## src/sv/curtain_command_controller_macros.svh

```systemverilog
// Assertion macros shared by the curtain command controller RTL.
// Depends on clk_i and rst_ni being visible in the module that uses them.
`ifndef CURTAIN_COMMAND_CONTROLLER_MACROS_SVH
`define CURTAIN_COMMAND_CONTROLLER_MACROS_SVH

// Property that must hold at every clock edge outside reset.
`define CCC_ASSERT(label, prop, msg) \
  label: assert property (@(posedge clk_i) disable iff (!rst_ni) (prop)) else $error(msg);

// Antecedent in this cycle implies consequent in the next cycle.
`define CCC_ASSERT_NEXT(label, ante, cons, msg) \
  label: assert property (@(posedge clk_i) disable iff (!rst_ni) (ante) |=> (cons)) \
    else $error(msg);

`endif

```

## src/sv/ccc_pkg.sv

```systemverilog
// Curtain command controller package: item types, codes and reset constants.
// No dependencies; used by the interfaces and all modules.
package ccc_pkg;

  localparam int SceneSlotsDef = 3;

  // Input operations and result kinds
  localparam logic OpFrame    = 1'b0;
  localparam logic OpTick     = 1'b1;
  localparam logic KindReply  = 1'b0;
  localparam logic KindDone   = 1'b1;

  // Frame commands
  localparam logic [7:0] CmdPair   = 8'h61; // 'a'
  localparam logic [7:0] CmdMove   = 8'h6f; // 'o'
  localparam logic [7:0] CmdStatus = 8'h70; // 'p'
  localparam logic [7:0] CmdScene  = 8'h71; // 'q'

  // Reply and argument characters
  localparam logic [7:0] ChrTrue    = 8'h54; // 'T'
  localparam logic [7:0] ChrFalse   = 8'h46; // 'F'
  localparam logic [7:0] ChrTerm    = 8'h7c; // '|'
  localparam logic [7:0] ChrOpen    = 8'h61; // 'a'
  localparam logic [7:0] ChrHalf    = 8'h63; // 'c'
  localparam logic [7:0] ChrClosed  = 8'h65; // 'e'
  localparam logic [7:0] ChrQueryA  = 8'h7a; // 'z'
  localparam logic [7:0] ChrQueryB  = 8'h63; // 'c'
  localparam logic [7:0] ChrSlot0   = 8'h61; // 'a'
  localparam logic [7:0] SceneInit0 = 8'h62; // 'b'

  // Curtain positions
  localparam logic [1:0] PosOpen   = 2'd0;
  localparam logic [1:0] PosHalf   = 2'd1;
  localparam logic [1:0] PosClosed = 2'd2;

  localparam logic [1:0] LenShort = 2'd1;
  localparam logic [1:0] LenScene = 2'd3;

  // Configuration register indexes
  localparam int CfgIdxW = 3;
  localparam int CfgDataW = 10;
  localparam logic [CfgIdxW-1:0] CfgDevAddr   = 3'd0;
  localparam logic [CfgIdxW-1:0] CfgDevType   = 3'd1;
  localparam logic [CfgIdxW-1:0] CfgPairCode  = 3'd2;
  localparam logic [CfgIdxW-1:0] CfgFullTurns = 3'd3;
  localparam logic [CfgIdxW-1:0] CfgPulsesPer = 3'd4;

  localparam logic [7:0] DevAddrRst   = 8'd100;
  localparam logic [7:0] DevTypeRst   = 8'd99;
  localparam logic [7:0] PairCodeRst  = 8'd111;
  localparam logic [7:0] FullTurnsRst = 8'd52;
  localparam logic [9:0] PulsesPerRst = 10'd200;

  localparam int PulseW = 18;

  typedef struct packed {
    logic [7:0] own_addr;
    logic [7:0] pair_type;
    logic [7:0] pair_code;
    logic [7:0] full_travel_half_turns;
    logic [9:0] pulses_per_half_turn;
  } ccc_cfg_t;

  typedef struct packed {
    logic       operation;
    logic [7:0] dest_address;
    logic [7:0] cmd_index;
    logic [7:0] command;
    logic [7:0] arg_first;
    logic [7:0] arg_second;
  } ccc_item_t;

  typedef struct packed {
    logic              kind;
    logic [7:0]        reply_index;
    logic [1:0]        payload_len;
    logic [7:0]        payload_first;
    logic [7:0]        payload_second;
    logic [7:0]        payload_third;
    logic              motor_start;
    logic              motor_toward_closed;
    logic [PulseW-1:0] motor_pulses;
  } ccc_result_t;

endpackage

```

## src/sv/ccc_if.sv

```systemverilog
// Valid/ready channel interfaces for command items and result items.
// Depends on ccc_pkg for the payload types.
interface ccc_in_if;
  import ccc_pkg::*;
  logic      valid;
  logic      ready;
  ccc_item_t item;
  modport source(output valid, output item, input ready);
  modport sink(input valid, input item, output ready);
endinterface

interface ccc_out_if;
  import ccc_pkg::*;
  logic        valid;
  logic        ready;
  ccc_result_t res;
  modport source(output valid, output res, input ready);
  modport sink(input valid, input res, output ready);
endinterface

```

## src/sv/ccc_cfg_regs.sv

```systemverilog
// Configuration register bank of the curtain command controller.
// Depends on ccc_pkg for the register indexes and reset values.
module ccc_cfg_regs (
  input  logic                            clk_i,
  input  logic                            rst_ni,
  input  logic                            cfg_we_i,
  input  logic [ccc_pkg::CfgIdxW-1:0]     cfg_idx_i,
  input  logic [ccc_pkg::CfgDataW-1:0]    cfg_wdata_i,
  output ccc_pkg::ccc_cfg_t               cfg_o
);
  import ccc_pkg::*;

  ccc_cfg_t cfg_q;

  always_ff @(posedge clk_i or negedge rst_ni) begin
    if (!rst_ni) begin
      cfg_q.own_addr               <= DevAddrRst;
      cfg_q.pair_type              <= DevTypeRst;
      cfg_q.pair_code              <= PairCodeRst;
      cfg_q.full_travel_half_turns <= FullTurnsRst;
      cfg_q.pulses_per_half_turn   <= PulsesPerRst;
    end else if (cfg_we_i) begin
      unique case (cfg_idx_i)
        CfgDevAddr:   cfg_q.own_addr               <= cfg_wdata_i[7:0];
        CfgDevType:   cfg_q.pair_type              <= cfg_wdata_i[7:0];
        CfgPairCode:  cfg_q.pair_code              <= cfg_wdata_i[7:0];
        CfgFullTurns: cfg_q.full_travel_half_turns <= cfg_wdata_i[7:0];
        CfgPulsesPer: cfg_q.pulses_per_half_turn   <= cfg_wdata_i[9:0];
        default: ; // drop writes beyond the bank
      endcase
    end
  end

  assign cfg_o = cfg_q;

endmodule

```

## src/sv/ccc_cmd_core.sv

```systemverilog
// Command decision logic and device state (index, position, scenes, motor count).
// Depends on ccc_pkg and the assertion macro header.
`include "curtain_command_controller_macros.svh"

module ccc_cmd_core #(
  parameter int SCENE_SLOTS = ccc_pkg::SceneSlotsDef
) (
  input  logic                  clk_i,
  input  logic                  rst_ni,
  input  logic                  valid_i,
  input  logic                  advance_i,
  input  ccc_pkg::ccc_item_t    item_i,
  input  ccc_pkg::ccc_cfg_t     cfg_i,
  output logic                  res_valid_o,
  output ccc_pkg::ccc_result_t  res_o
);
  import ccc_pkg::*;

  logic [7:0]        last_index_q, last_index_d;
  logic [1:0]        position_q, position_d;
  logic [7:0]        scene_q [SCENE_SLOTS];
  logic [7:0]        scene_d [SCENE_SLOTS];
  logic              running_q, running_d;
  logic [PulseW-1:0] target_q, target_d;
  logic [PulseW-1:0] count_q, count_d;

  logic [1:0]        old_pos, tgt_pos;
  logic              tgt_known, closing, full_dist;
  logic [7:0]        turns;
  logic [PulseW-1:0] pulses;
  logic [7:0]        scene_rd [3];
  logic [7:0]        slot;
  logic [7:0]        pos_letter;

  // Move geometry
  always_comb begin
    old_pos   = (position_q > PosClosed) ? PosClosed : position_q;
    tgt_known = 1'b1;
    case (item_i.arg_first)
      ChrOpen:   tgt_pos = PosOpen;
      ChrHalf:   tgt_pos = PosHalf;
      ChrClosed: tgt_pos = PosClosed;
      default: begin
        tgt_pos   = old_pos;
        tgt_known = 1'b0;
      end
    endcase
    closing   = tgt_pos > old_pos;
    full_dist = (tgt_pos == PosClosed && old_pos == PosOpen)
             || (tgt_pos == PosOpen && old_pos == PosClosed);
    if (tgt_pos == old_pos) begin
      turns = '0;
    end else if (full_dist) begin
      turns = cfg_i.full_travel_half_turns;
    end else begin
      turns = cfg_i.full_travel_half_turns >> 1;
    end
    pulses = {10'b0, turns} * {8'b0, cfg_i.pulses_per_half_turn};
  end

  always_comb begin
    for (int j = 0; j < 3; j++) begin
      scene_rd[j] = '0;
    end
    for (int j = 0; j < SCENE_SLOTS; j++) begin
      if (j < 3) begin
        scene_rd[j] = scene_q[j];
      end
    end
    slot = item_i.arg_first - ChrSlot0;
    if (position_q == PosOpen) begin
      pos_letter = ChrOpen;
    end else if (position_q == PosHalf) begin
      pos_letter = ChrHalf;
    end else begin
      pos_letter = ChrClosed;
    end
  end

  always_comb begin
    last_index_d = last_index_q;
    position_d   = position_q;
    scene_d      = scene_q;
    running_d    = running_q;
    target_d     = target_q;
    count_d      = count_q;
    res_o        = '0;
    res_valid_o  = 1'b0;

    if (item_i.operation == OpTick) begin
      if (running_q) begin
        if (count_q < target_q) begin
          count_d = count_q + 1'b1;
        end else begin
          running_d   = 1'b0;
          res_o.kind  = KindDone;
          res_valid_o = 1'b1;
        end
      end
    end else if (item_i.dest_address == cfg_i.own_addr
                 && item_i.cmd_index != last_index_q) begin
      last_index_d      = item_i.cmd_index;
      res_o.kind        = KindReply;
      res_o.reply_index = item_i.cmd_index;
      res_o.payload_len = LenShort;
      case (item_i.command)
        CmdPair: begin
          res_valid_o = 1'b1;
          res_o.payload_first = (item_i.arg_first == cfg_i.pair_code
                                 && item_i.arg_second == cfg_i.pair_type)
                                ? ChrTrue : ChrFalse;
        end
        CmdMove: begin
          res_valid_o         = 1'b1;
          res_o.payload_first = ChrTrue;
          if (tgt_known) begin
            position_d = tgt_pos;
            if (turns != '0) begin
              target_d  = pulses;
              count_d   = '0;
              running_d = 1'b1;
              res_o.motor_start         = 1'b1;
              res_o.motor_toward_closed = closing;
              res_o.motor_pulses        = pulses;
            end
          end
        end
        CmdStatus: begin
          res_valid_o         = 1'b1;
          res_o.payload_first = pos_letter;
        end
        CmdScene: begin
          res_valid_o = 1'b1;
          if (item_i.arg_first == ChrQueryA && item_i.arg_second == ChrQueryB) begin
            res_o.payload_len    = LenScene;
            res_o.payload_first  = scene_rd[0];
            res_o.payload_second = scene_rd[1];
            res_o.payload_third  = scene_rd[2];
          end else begin
            res_o.payload_first = ChrTrue;
            for (int j = 0; j < SCENE_SLOTS; j++) begin
              if (item_i.arg_first >= ChrSlot0 && slot == 8'(j)) begin
                scene_d[j] = item_i.arg_second;
              end
            end
          end
        end
        default: ; // index is recorded, no reply
      endcase
    end
  end

  always_ff @(posedge clk_i or negedge rst_ni) begin
    if (!rst_ni) begin
      last_index_q <= '0;
      position_q   <= PosOpen;
      for (int j = 0; j < SCENE_SLOTS; j++) begin
        scene_q[j] <= (j == 0) ? SceneInit0 : 8'h00;
      end
      running_q <= 1'b0;
      target_q  <= '0;
      count_q   <= '0;
    end else if (valid_i && advance_i) begin
      last_index_q <= last_index_d;
      position_q   <= position_d;
      scene_q      <= scene_d;
      running_q    <= running_d;
      target_q     <= target_d;
      count_q      <= count_d;
    end
  end

  `CCC_ASSERT(a_count_bound, count_q <= target_q, "pulse count passed its target")
  `CCC_ASSERT_NEXT(a_start_runs, valid_i && advance_i && res_valid_o && res_o.motor_start,
    running_q && count_q == '0, "started move is not running from zero")
  `CCC_ASSERT(a_done_clean, !(res_valid_o && res_o.kind == KindDone)
    || (res_o.payload_len == '0 && !res_o.motor_start), "motor done item carries reply data")
  `CCC_ASSERT(a_pos_legal, position_q != 2'd3, "position left the legal range")

endmodule

```

## src/sv/curtain_command_controller.sv

```systemverilog
// Curtain command controller.
// item_in carries either a received 5-byte command frame (address, index,
// command, two arguments) or one step-timer tick. result_out carries reply
// items (index, payload length, 1 or 3 payload bytes) plus motor start
// information, or a motor-finished item. Frames for another address or with
// a repeated index give no item; a tick gives one only when a move ends.
// Items are registered at the input, decided by one pass of logic against
// the state registers and registered at the output, so a result reaches
// result_out through the input and output registers; one item is taken
// every cycle while the output register is free or result_out.ready is high.
// While the output register holds a result and result_out.ready is low, the
// input stage holds its item; item_in.ready drops only then, with both
// stages full.
// cfg_we_i/cfg_idx_i/cfg_wdata_i write the five configuration registers;
// write them only while no item is in flight.
// Reset clears the last index, sets the position to open, scene bytes to
// 'b',0,0, stops the motor and loads the configuration reset values.
// Depends on ccc_pkg, ccc_if, ccc_cfg_regs, ccc_cmd_core and the macro header.
`include "curtain_command_controller_macros.svh"

module curtain_command_controller #(
  parameter int SCENE_SLOTS = ccc_pkg::SceneSlotsDef
) (
  input  logic                         clk_i,
  input  logic                         rst_ni,
  ccc_in_if.sink                       item_in,
  ccc_out_if.source                    result_out,
  input  logic                         cfg_we_i,
  input  logic [ccc_pkg::CfgIdxW-1:0]  cfg_idx_i,
  input  logic [ccc_pkg::CfgDataW-1:0] cfg_wdata_i
);
  import ccc_pkg::*;

  ccc_cfg_t    cfg;
  logic        in_valid_q;
  ccc_item_t   in_item_q;
  logic        out_valid_q;
  ccc_result_t out_res_q;
  logic        advance;
  logic        core_valid;
  ccc_result_t core_res;

  ccc_cfg_regs u_cfg (
    .clk_i       (clk_i),
    .rst_ni      (rst_ni),
    .cfg_we_i    (cfg_we_i),
    .cfg_idx_i   (cfg_idx_i),
    .cfg_wdata_i (cfg_wdata_i),
    .cfg_o       (cfg)
  );

  ccc_cmd_core #(
    .SCENE_SLOTS (SCENE_SLOTS)
  ) u_core (
    .clk_i       (clk_i),
    .rst_ni      (rst_ni),
    .valid_i     (in_valid_q),
    .advance_i   (advance),
    .item_i      (in_item_q),
    .cfg_i       (cfg),
    .res_valid_o (core_valid),
    .res_o       (core_res)
  );

  // Advance the input stage whenever the output register is free or drains
  assign advance       = !out_valid_q || result_out.ready;
  assign item_in.ready = !in_valid_q || advance;

  always_ff @(posedge clk_i or negedge rst_ni) begin
    if (!rst_ni) begin
      in_valid_q  <= 1'b0;
      out_valid_q <= 1'b0;
    end else begin
      if (item_in.ready) begin
        in_valid_q <= item_in.valid;
      end
      if (advance) begin
        out_valid_q <= in_valid_q && core_valid;
      end
    end
  end

  always_ff @(posedge clk_i) begin
    if (item_in.valid && item_in.ready) begin
      in_item_q <= item_in.item;
    end
    if (advance) begin
      out_res_q <= core_res;
    end
  end

  assign result_out.valid = out_valid_q;
  assign result_out.res   = out_res_q;

  `CCC_ASSERT_NEXT(a_hold_input, in_valid_q && !advance, in_valid_q,
    "stalled item left the input stage")
  `CCC_ASSERT_NEXT(a_result_from_item, !in_valid_q && advance, !out_valid_q,
    "result produced without an item")
  `CCC_ASSERT(a_ready_when_free, in_valid_q || item_in.ready, "input refused while empty")

endmodule
```

## src/flat_wrapper.sv

```systemverilog
// flat-port wrapper written by rule: the top's interface ports become plain ports
module curtain_command_controller_flat import ccc_pkg::*;
#(
  parameter int SCENE_SLOTS = ccc_pkg::SceneSlotsDef
)
  (clk_i, rst_ni, cfg_we_i, cfg_idx_i, cfg_wdata_i, item_in_valid, item_in_item, item_in_ready, result_out_valid, result_out_res, result_out_ready);
  ccc_in_if item_in_i ();
  ccc_out_if result_out_i ();
  input  logic clk_i;
  input  logic rst_ni;
  input  logic cfg_we_i;
  input  logic [ccc_pkg::CfgIdxW-1:0] cfg_idx_i;
  input  logic [ccc_pkg::CfgDataW-1:0] cfg_wdata_i;
  input wire logic [$bits(item_in_i.valid)-1:0] item_in_valid;
  input wire logic [$bits(item_in_i.item)-1:0] item_in_item;
  output wire logic [$bits(item_in_i.ready)-1:0] item_in_ready;
  output wire logic [$bits(result_out_i.valid)-1:0] result_out_valid;
  output wire logic [$bits(result_out_i.res)-1:0] result_out_res;
  input wire logic [$bits(result_out_i.ready)-1:0] result_out_ready;
  assign item_in_i.valid = item_in_valid;
  assign item_in_i.item = item_in_item;
  assign item_in_ready = item_in_i.ready;
  assign result_out_valid = result_out_i.valid;
  assign result_out_res = result_out_i.res;
  assign result_out_i.ready = result_out_ready;
  curtain_command_controller #(.SCENE_SLOTS(SCENE_SLOTS)) u_core (.clk_i(clk_i), .rst_ni(rst_ni), .item_in(item_in_i), .result_out(result_out_i), .cfg_we_i(cfg_we_i), .cfg_idx_i(cfg_idx_i), .cfg_wdata_i(cfg_wdata_i));
endmodule
```

## config.mk

```make
export PLATFORM = sky130hd
export DESIGN_NAME = curtain_command_controller_flat
export DESIGN_NICKNAME = d
export VERILOG_FILES = /design/src/sv/ccc_pkg.sv /design/src/sv/ccc_if.sv /design/src/sv/ccc_cfg_regs.sv /design/src/sv/ccc_cmd_core.sv /design/src/sv/curtain_command_controller.sv /design/src/flat_wrapper.sv
export VERILOG_INCLUDE_DIRS = /design/src /design/src/sv
export SDC_FILE = /design/constraint.sdc
export NUM_CORES = 1
export LEC_CHECK = 0
export ABC_AREA = 1
export BUFFER_PORTS_ARGS = -buffer_cell sky130_fd_sc_hd__buf_2
export CAP_MARGIN = 20
export CORE_MARGIN = 5
export CORE_UTILIZATION = 55
export DETAILED_ROUTE_END_ITERATION = 8
export HOLD_SLACK_MARGIN = 0.05
export PLACE_DENSITY = 0.82
export SLEW_MARGIN = 15
export SYNTH_ARGS = -nofsm -noshare
export SYNTH_HDL_FRONTEND = slang
export SYNTH_SLANG_ARGS = --single-unit
```

## constraint.sdc

```tcl
create_clock -name clk_i -period 16.9 [get_ports clk_i]
set_clock_uncertainty 0.15 [all_clocks]
set_input_delay 2.535 -clock clk_i [delete_from_list [all_inputs] [get_ports clk_i]]
set_output_delay 2.535 -clock clk_i [all_outputs]
set_load 0.02 [all_outputs]
```

==> summary.md <==
| Metric | Value |
|---|---|
| Clock tree from TritonCTS | `done` |
| Post-route setup TNS | `0 ns` |
| Share of flip-flops with an asynchronous set or reset | `between 50 and 60%` |
| Number of distinct library cells after synthesis | `slightly above 50` |
| Average wire per cell in the routed design | `roughly 16 microns` |
| CTS Root Buffer Type | `sky130_fd_sc_hd__clkbuf_16` |
| Die boundary height | `~160 microns` |
| First DRT Iteration DRCs | `609` |
| Worst slew pin tran | `around 0.83 ns` |
| Post-CTS Repair Setup Buffers | `0` |
| Number of enable-type register cells in the synthesized netlist | `96` |
| Part of the Yosys area used for sequential elements | `~48%` |
| Cell type with the highest occurrence count on the critical path | `sky130_fd_sc_hd__nand2_1` |
| Status | `finished clean` |
| Placed Instances | `~1700` |
| Ports | `about 120` |
| Maximum number of pins on one net before global-route repair | `about 80` |
| Highest-count cells in the layout ignoring fill and taps | `sky130_fd_sc_hd__nand2_1, sky130_fd_sc_hd__inv_1, sky130_fd_sc_hd__nor2_1, sky130_fd_sc_hd__buf_2, sky130_fd_sc_hd__edfxtp_1` |
| Fin crit share | `a little under two fifths` |
| Post-layout utilization of the core | `between 60 and 70%` |
| Max IR drop VDD | `between 60 and 70 uV` |
| Fraction of final layout cells with drive strength greater than 1 | `16.6%` |
| Vias post-DR | `9027` |
| Area growth, synth to finish | `12.9%` |
| Num Clock Sinks | `between 200 and 250` |
| Clock latency on the worst-skew pair | `about 0.53 ns` |
| Clock Tree Buf Depth | `3` |
| Critical Path Slowest Stage Cell | `sky130_fd_sc_hd__fa_1` |
| Routed Wire Length | `26700 microns` |
| Post-synth top flop | `sky130_fd_sc_hd__edfxtp_1` |
| Final antenna-violating net count | `0` |
| Maximum fanout along the worst path | `15` |
| Beginning of the critical path | `u_core.in_item_q[11]` |
| Total number of nets in the final design | `around 1600` |
| Leakage power | `about 6.6 nW` |
| Hold Crit Class | `register to register` |
| Count of final max-slew check failures | `0` |
| Required time reported for the critical path endpoint | `roughly 17 ns` |
| Width of the die | `around 160 microns` |
| Post-Syn Area per Cell | `9.46 sq um` |
| Worst EP arrival | `6.39 ns` |
| Setup repair after global routing missed its margin | `no` |
| Instance area at placement | `0.0129 sq mm` |
| Origin of the worst min-delay path | `u_core.u_core.scene_q[11]` |
| Final instance area | `about 0.014 sq mm` |
| Count of unresolved DRC violations after routing | `0` |
| Buffers on Ports | `about 120` |
| Final worst path period need | `6.29 ns` |
| Final count of negative-setup-slack endpoints | `0` |
| Clock-pin slew on the worst setup and hold paths | `roughly 0.06 ns` |
| Cell Area, Synth | `~0.012 sq mm` |
| Synthesis-stage register bit count | `211` |
| Max Clk Rate | `about 0.16 GHz` |
| Antenna violations before repair | `3` |
| Number of buffers created by CTS | `22` |
| Nature of the critical path startpoint | `register` |
| Critical path capture point type | `register` |
| GRT Resource Usage Total | `21.8%` |
| Delay of the slowest cell on the worst path | `between 0.5 and 0.6 ns` |
| Placeable core region | `between 0.02 and 0.025 sq mm` |
| Max-cap violation count | `0` |
| Initial Utilization | `55.6%` |
| Number of placement rows | `between 50 and 60` |
| Type of the setup path with the least slack | `register to register` |
| Relative max-transition margin | `~44%` |
| Count of placed standard cells in the final layout, fillers left out | `around 1700` |
| PD cells | `85.2 mW/mm^2` |
| Gp weighted congestion | `just over 0.9` |
| Yosys warnings | `0` |
| Total Die Area | `approximately 0.025 sq mm` |
| Drt first pass iters | `5` |
| Syn nets | `about 1400` |
| Launch instance of the worst register-to-register path | `u_core.in_item_q[11]` |
| Number of endpoints with negative hold slack in the final report | `0` |
| Global-route wire length before repair | `between 40000 and 50000 microns` |
| Final Power | `1.16 mW` |
| Synthesized netlist cell count | `between 1000 and 1500` |
| HPWL Detailed | `roughly 19000 microns` |
| Aggregate global routing overflow | `0` |
| H-tree depth | `1` |
| Drt via density | `5.33` |
| Via count of the first global-routing pass | `~9100` |
| Post-cts sizing count | `0` |
| Hold-fix buffer count after cts | `0` |
| Most common library cell in the layout ignoring fill and taps | `sky130_fd_sc_hd__nand2_1` |
[synthesized netlist by cell type (2+ instances only)]
master,n,share of area [%]
sky130_fd_sc_hd__nor3b_1,7,0.43
sky130_fd_sc_hd__o21ai_1,10,0.41
sky130_fd_sc_hd__dfrtp_1,93,19
sky130_fd_sc_hd__a31oi_1,2,0.10
sky130_fd_sc_hd__nor4_1,11,0.57
sky130_fd_sc_hd__inv_2,5,0.16
sky130_fd_sc_hd__buf_6,2,0.19
sky130_fd_sc_hd__o31ai_1,2,0.12
sky130_fd_sc_hd__o211ai_1,2,0.12
sky130_fd_sc_hd__clkinv_1,3,0.093
sky130_fd_sc_hd__xnor2_1,7,0.51
sky130_fd_sc_hd__nand3b_1,3,0.19
sky130_fd_sc_hd__nand2_1,214,6.6
sky130_fd_sc_hd__nor2_1,170,5.3
sky130_fd_sc_hd__or2_2,5,0.26
sky130_fd_sc_hd__nand4_1,12,0.62
sky130_fd_sc_hd__a211oi_1,2,0.12
sky130_fd_sc_hd__inv_1,205,6.4
sky130_fd_sc_hd__nand3_4,4,0.58
sky130_fd_sc_hd__nand2_4,6,0.56
sky130_fd_sc_hd__nand2_2,5,0.26
sky130_fd_sc_hd__fa_1,48,8.0
sky130_fd_sc_hd__edfxtp_1,96,24
sky130_fd_sc_hd__a21o_1,2,0.12
sky130_fd_sc_hd__nor2_2,3,0.16
sky130_fd_sc_hd__o21ai_0,95,3.9
sky130_fd_sc_hd__ha_1,57,5.9
sky130_fd_sc_hd__buf_12,2,0.33
sky130_fd_sc_hd__dfstp_2,22,4.8
sky130_fd_sc_hd__nand3_1,42,1.7
sky130_fd_sc_hd__clkbuf_1,15,0.47
sky130_fd_sc_hd__nor2_4,12,1.1
sky130_fd_sc_hd__nand3_2,13,1.1
sky130_fd_sc_hd__xor2_1,33,2.4
sky130_fd_sc_hd__nor3_1,17,0.70
sky130_fd_sc_hd__buf_2,2,0.083
sky130_fd_sc_hd__a21oi_1,33,1.4
sky130_fd_sc_hd__buf_4,2,0.12
[flip-flops by register name, summed over array words and instances, names as in the netlist]
register	cells
u_core.result_out.res	55
u_core.u_cfg.cfg_o	42
u_core.in_item_q	41
u_core.u_core.scene_q	24
u_core.u_core.count_q	18
u_core.u_core.target_q	18
u_core.u_core.last_index_q	8
u_core.u_core.position_q	2
u_core.in_valid_q	1
u_core.result_out.valid	1
u_core.u_core.running_q	1
[kinds of logic after synthesis]
group / after synthesis / share of synthesized area, %
and+or+nand+nor: 528 / 20.6
buffers and inverters: 238 / 7.96
DFF: 211 / 47.9
adders and majority gates: 105 / 13.9
AOI/OAI and AO/OA: 155 / 6.79
xor gates and xnor gates: 40 / 2.90
[metal layers]
metal	track usage [%]	vias up	part of all wire, %
met2	35.6	300	48
met1	30.5	4334	44
met4	7.11	0	2.7
met5	0	-	0
met3	3.03	62	6.0
li1	-	4331	-
[path summary, 6_finish.rpt]
path / slack, ns / endpoint / depth (start not counted)
worst max-delay path: 10.61 / u_core.result_out.res[17] / 27
worst min register to register: 0.34 / u_core.u_core.scene_q[11] / 2
min in group asynchronous: 1.82 / u_core.result_out.valid / 1
max in group asynchronous: 13.68 / u_core.u_cfg.cfg_o[7] / 3
worst max register to register: 10.61 / u_core.result_out.res[17] / 27
worst min-delay path: 0.34 / u_core.u_core.scene_q[11] / 2
[where the power goes]
part           leakage [nW]  total (mW)  switching [mW]  internal [mW]
combinational          3.81      0.0944          0.0638         0.0306
sequential             2.49       0.594          0.0232          0.571
clock                 0.351       0.473           0.203          0.269
[metrics by stage]
step,setup WS (ns),hold slack [ns]
after global routing,10.18,0.361
after CTS,10.66,0.340
after detailed placement,10.70,0.317
final,10.61,0.336
after global placement,10.93,0.315
after floorplan,11.29,0.293
[area by class of cell]
cell class	count	area (sq um)
antenna	3	7.51
clock buffer	31	644
clock inverter	9	80.1
fill	1757	8110
inverter	213	800
multi-input combinational	828	5340
sequential	211	5790
tap	280	350
timing repair buffer	120	636
[worst max-delay path, delay by kind of cell, from the launching register on]
kind            cells  cell delay (ns)
fa+ha+maj           6             2.68
simple gates       12             1.36
compound gates      4             0.91
flops               1             0.44
buf+inv             4             0.25
xor+xnor            1             0.22
(Power assumes the default switching activity.)
